===== src/rtl/core/cubic_bezier_point_evaluator_assert.svh =====
// Assertion macros for the cubic Bezier point evaluator.
// Included by the top level; needs nothing else.
`ifndef CUBIC_BEZIER_POINT_EVALUATOR_ASSERT_SVH
`define CUBIC_BEZIER_POINT_EVALUATOR_ASSERT_SVH

// Same-cycle implication, disabled during reset.
`define BZR_ASSERT_IMPL(label, ck, rs, ante, cons, msg) \
  label: assert property (@(posedge ck) disable iff (rs) (ante) |-> (cons)) \
    else $error(msg);

// Next-cycle implication, disabled during reset.
`define BZR_ASSERT_NEXT(label, ck, rs, ante, cons, msg) \
  label: assert property (@(posedge ck) disable iff (rs) (ante) |=> (cons)) \
    else $error(msg);

`endif


===== src/rtl/core/bzr_pkg.sv =====
`timescale 1ns / 1ps
// Shared types, constants and the divider step function of the Bezier evaluator.
// Used by every module in rtl/core; depends on nothing.
package bzr_pkg;

  // Input field width and limits.
  localparam int IDX_BITS      = 13;
  localparam int MAX_SEGMENTS  = 4096;
  localparam int IN_TDATA_BITS = ((2 * IDX_BITS + 7) / 8) * 8;

  // Default coordinate width (signed Q2.14).
  localparam int COORD_BITS_DEF = 16;

  // Curve parameter: Q0.16 plus one bit so that t = 1 is exact.
  localparam int Q_BITS = 16;
  localparam int T_BITS = Q_BITS + 1;
  localparam logic [T_BITS-1:0] T_ONE = T_BITS'(1) << Q_BITS;

  // Weight widths: products of three parameters, cut to Q0.24.
  localparam int SQ_BITS = 2 * T_BITS;
  localparam int CU_BITS = 3 * T_BITS;
  localparam int W_DROP  = 24;
  localparam int W_BITS  = W_DROP + 1;

  // Pipeline shape.
  localparam int DIV_STAGES         = 4;
  localparam int DIV_BITS_PER_STAGE = Q_BITS / DIV_STAGES;
  localparam int WGT_STAGES         = 3;
  localparam int MAC_STAGES         = 3;
  localparam int PIPE_DEPTH         = DIV_STAGES + WGT_STAGES + MAC_STAGES;
  localparam int OCC_BITS           = $clog2(PIPE_DEPTH + 1);

  // Configuration register indexes.
  localparam int CFG_IDX_BITS = 4;
  typedef enum logic [CFG_IDX_BITS-1:0] {
    REG_P0_X = 4'd0,
    REG_P0_Y = 4'd1,
    REG_P1_X = 4'd2,
    REG_P1_Y = 4'd3,
    REG_P2_X = 4'd4,
    REG_P2_Y = 4'd5,
    REG_P3_X = 4'd6,
    REG_P3_Y = 4'd7
  } cfg_reg_t;

  // Divider working item.
  typedef struct packed {
    logic [IDX_BITS-1:0] rem;
    logic [IDX_BITS-1:0] divisor;
    logic [Q_BITS-1:0]   quot;
    logic                t_one;
    logic                is_last;
  } div_item_t;

  // Curve parameter handed from divider to weight unit.
  typedef struct packed {
    logic [T_BITS-1:0] t;
    logic              is_last;
  } t_item_t;

  // Truncated Bernstein weights handed to the multiply-accumulate unit.
  typedef struct packed {
    logic [3:0][W_BITS-1:0] w;
    logic                   is_last;
  } wgt_item_t;

  // A few restoring division steps: one quotient bit per step.
  function automatic div_item_t div_steps(div_item_t d);
    div_item_t          r;
    logic [IDX_BITS:0]  sh;
    r = d;
    for (int i = 0; i < DIV_BITS_PER_STAGE; i++) begin
      sh = {r.rem, 1'b0};
      if (sh >= {1'b0, r.divisor}) begin
        sh     = sh - {1'b0, r.divisor};
        r.quot = {r.quot[Q_BITS-2:0], 1'b1};
      end else begin
        r.quot = {r.quot[Q_BITS-2:0], 1'b0};
      end
      r.rem = sh[IDX_BITS-1:0];
    end
    return r;
  endfunction

endpackage


===== src/rtl/core/bzr_div.sv =====
`timescale 1ns / 1ps
// Pipelined restoring divider that forms t = step_index / segment_count in Q0.16.
// Depends on bzr_pkg.
module bzr_div (
  input  logic                          clk,
  input  logic                          rst,
  input  logic                          in_valid,
  output logic                          in_ready,
  input  logic [bzr_pkg::IDX_BITS-1:0]  step_index,
  input  logic [bzr_pkg::IDX_BITS-1:0]  segment_count,
  output logic                          out_valid,
  input  logic                          out_ready,
  output bzr_pkg::t_item_t              out_item
);
  import bzr_pkg::*;

  logic [IDX_BITS-1:0] seg_eff;
  div_item_t           prep;
  div_item_t           stg       [DIV_STAGES];
  logic                stg_valid [DIV_STAGES];
  logic                adv       [DIV_STAGES];
  logic                nxt_ready [DIV_STAGES];

  // Clamp the count, flag t = 1 and seed the remainder.
  always_comb begin
    if (segment_count == '0) begin
      seg_eff = IDX_BITS'(1);
    end else if (32'(segment_count) > MAX_SEGMENTS) begin
      seg_eff = IDX_BITS'(MAX_SEGMENTS);
    end else begin
      seg_eff = segment_count;
    end
    prep.divisor = seg_eff;
    prep.t_one   = (step_index >= seg_eff);
    prep.rem     = prep.t_one ? '0 : step_index;
    prep.quot    = '0;
    prep.is_last = (step_index == segment_count);
  end

  // Divider stages, each retiring a few quotient bits.
  for (genvar k = 0; k < DIV_STAGES; k++) begin : g_stage
    div_item_t stg_src;
    logic      src_valid;

    if (k == 0) begin : g_first
      assign stg_src   = prep;
      assign src_valid = in_valid;
    end else begin : g_rest
      assign stg_src   = stg[k-1];
      assign src_valid = stg_valid[k-1];
    end

    if (k == DIV_STAGES - 1) begin : g_last
      assign nxt_ready[k] = out_ready;
    end else begin : g_mid
      assign nxt_ready[k] = adv[k+1];
    end

    assign adv[k] = !stg_valid[k] || nxt_ready[k];

    always_ff @(posedge clk) begin
      if (rst) begin
        stg_valid[k] <= 1'b0;
      end else if (adv[k]) begin
        stg_valid[k] <= src_valid;
      end
    end

    always_ff @(posedge clk) begin
      if (adv[k]) begin
        stg[k] <= div_steps(stg_src);
      end
    end
  end

  // Hand the finished parameter downstream.
  assign in_ready          = adv[0];
  assign out_valid         = stg_valid[DIV_STAGES-1];
  assign out_item.t        = stg[DIV_STAGES-1].t_one ? T_ONE
                                                     : {1'b0, stg[DIV_STAGES-1].quot};
  assign out_item.is_last  = stg[DIV_STAGES-1].is_last;

endmodule


===== config.mk =====
export PLATFORM = sky130hd
export DESIGN_NAME = bzr_div
export DESIGN_NICKNAME = d
export VERILOG_FILES = /design/src/rtl/core/cubic_bezier_point_evaluator_assert.svh /design/src/rtl/core/bzr_pkg.sv /design/src/rtl/core/bzr_div.sv
export SDC_FILE = /design/constraint.sdc
export NUM_CORES = 1
export LEC_CHECK = 0
export BUFFER_PORTS_ARGS = -buffer_cell sky130_fd_sc_hd__buf_2
export CORE_UTILIZATION = 41
export CTS_CLUSTER_DIAMETER = 30
export CTS_CLUSTER_SIZE = 16
export DETAILED_ROUTE_END_ITERATION = 10
export GPL_TIMING_DRIVEN = 1
export PLACE_DENSITY = 0.55
export SETUP_SLACK_MARGIN = 0.3
export SYNTH_ARGS = -nofsm -noshare
export SYNTH_HDL_FRONTEND = slang
export SYNTH_SLANG_ARGS = --single-unit

===== constraint.sdc =====
create_clock -name clk -period 12.8 [get_ports clk]
set_input_delay 0.64 -clock clk [delete_from_list [all_inputs] [get_ports clk]]
set_output_delay 0.64 -clock clk [all_outputs]
set_load 0.05 [all_outputs]

==> impl_metrics.csv <==
group,metric,value,unit
synth,ys_seq_area_share,25.1,%
worst_setup_path,start_kind,"flip-flop",
synth,avgSynthCellArea,8.97,µm²
finish,final_core_util,45.5,%
worst_setup_path,critPathKind,"reg -> reg",
sta,rsz0062_at_grt,"no",
finish,final_common_cell,"ha_1",
floorplan,fp.dieW,197,µm
synth,ys_types,90,
synth,synth-seq-cells,130,
synth,synth-edff-count,130,
place,port_buffers,49,
synth,synth-main-ff-cell,"edfxtp_1",
sta,post-route-period-util,91.8,%
flow_run,drv_cap,0,
finish,fillers,3677,
run_status,status,"finished clean",
drt,routedWlPerCell,17.8,µm
worst_setup_path,path_buf_inv,2,
floorplan,die_y,197,µm
finish,stdcell_count,2315,
floorplan,start_util,41.6,%
floorplan,ioPinCount,50,
grt,grt_max_degree,42,
sta,fmax,0.0851,GHz
cts,cts_made_buffers,17,
grt,antenna_found_initial,0,
place,dp.cells,2284,
worst_hold_path,hold_class,"reg -> reg",
drt,drt_iter0_drc,825,
cts,clkLatencyLatePin,0.43,ns
synth,synth_area,0.0156,mm²
floorplan,core-area,0.0375,mm²
synth,ys_warn_count,0,
worst_setup_path,slowest_stage,"a2111oi_0",
drt,drc,0,
floorplan,die_area,0.0388,mm²
cts,cts_tree,"built",
grt,grt_pass1_wl,65900,µm
worst_setup_path,slowest_delay,0.70,ns
cts,cts_sinks,130,
cts,clk_root_buffer_cell,"clkbuf_16",
synth,syn_inst,1737,
finish,nNetsFinal,2034,
sta,hold_viol,0,
sta,relSlewSlack,29.6,%
floorplan,num_rows,71,
finish,synthToLayoutAreaGrowth,9.60,%
cts,cts_setup_buffers,0,
synth,synth_fp_nets,1979,
drt,drt_first_pass_iters,5,
sta,slew_viol_final,0,
synth,async_flop_share,0,%
sta,tightest_slew,1.05,ns
grt,gr-total-overflow,0,
sta,fin_worst_skew,0.0179,ns
worst_setup_path,critPathCaptureType,"flip-flop",
cts,clk_path_buf_depth,2,
sta,period_needed,11.76,ns
worst_setup_path,critPathRequiredTime,12.97,ns
sta,finalSetupTns,0,ns
sta,setup_violations,0,
finish,diodes,0,
drt,ant_nets,0,
drt,num_vias,12900,
grt,grt_util_all_layers,21.5,%
drt,wirelength,41200,µm
worst_setup_path,crit_path_max_fanout,23,
finish,drive_gt1_share,14.5,%
worst_setup_path,crit_arrival,11.93,ns
finish,final_cell_mix,"ha_1, nor2_1, edfxtp_1, a21oi_1, inv_1",
drt,viasPerCell,5.57,
cts,htree_num_levels,4,
grt,grt_pass1_vias,12500,
place,gp_congestion,0.901,
place,dp_hpwl,32400,µm
cts,path_clk_slew,0.06,ns
worst_setup_path,path_delay_family,"compound AO/OA/AOI/OAI gates",
## final timing paths
check	start	to	slack [ns]	cells past startpoint
setup / recovery	stg[1][19]	stg[2][32]	1.04	37
hold / removal	stg[0][4]	stg[1][8]	0.41	0
hold reg to reg	stg[0][4]	stg[1][8]	0.41	0
setup reg to reg	stg[1][19]	stg[2][32]	1.04	37
## worst register-to-register path: cells and delay by family (launching register included)
| kind | cells | cell delay (ns) |
|---|---|---|
| muxes | 3 | 1.27 |
| and+or+nand+nor | 7 | 1.42 |
| adders and majority gates | 4 | 1.38 |
| buffers and inverters | 2 | 0.50 |
| AOI/OAI and AO/OA | 21 | 6.48 |
| DFF | 1 | 0.47 |
## cells by family (layout without fill, tap and decap cells)
logic type	count (synthesis)	after routing	share of synthesized area, %
compound gates	462	462	20.0
xor+xnor	148	148	8.32
fa+ha+maj	212	212	17.2
buf+inv	154	221	4.16
flops	130	130	25.1
mux	118	118	8.80
simple gates	513	513	16.5
## metrics by stage
stage | worst slack, ns | cell area (µm²) | hold WS, ns
2_1_floorplan | 1.33 | 15600 | 0.400
3_3_place_gp | 0.440 | 16400 | 0.400
3_5_place_dp | 0.202 | 16400 | 0.405
4_1_cts | 0.599 | 17100 | 0.414
5_1_grt | 0.312 | 17100 | 0.420
6_report | 1.04 | 17100 | 0.412
## cell usage after synthesis, drive strengths merged, types with 23 or more instances
cell,instances,share of area [%]
ha,208,17
nor2,144,3.5
edfxtp,130,25
a21oi,129,4.2
inv,117,2.8
nand2,112,2.7
mux2,110,8.3
xnor2,99,5.6
o21ai,89,2.9
a21o,56,2.7
nor3,49,1.6
xor2,49,2.8
nor2b,37,1.5
nand3,30,0.96
and2,28,1.1
o21a,23,1.1
## what timing repair did
item                       CTS  global route
setup endpoints to repair    0            14
resized for setup            0             5
hold buffers                 0             0
## registers in the layout, summed over array words and instances, names as in the netlist
signal     cells
stg_valid      4
stg          126
## routing by layer
metal	share of wire, %	GRT usage, %
met5	0	0
met4	2.4	7.26
met3	2.6	2.34
met2	48	37.3
met1	47	27.8
## cell type report
| class | instances | area [µm²] | share of cell area [%] |
|---|---|---|---|
| Clock buffer | 18 | 429 | 2.51 |
| Clock inverter | 13 | 184 | 1.08 |
| Inverter | 118 | 445 | 2.61 |
| Multi-Input combinational cell | 1453 | 11100 | 64.7 |
| Sequential cell | 130 | 3900 | 22.9 |
| Tap cell | 511 | 639 | 3.74 |
| Timing Repair Buffer | 72 | 418 | 2.45 |
Power is not shown: default switching activity piles up to over one toggle a cycle in this logic, so the estimate is an artifact.
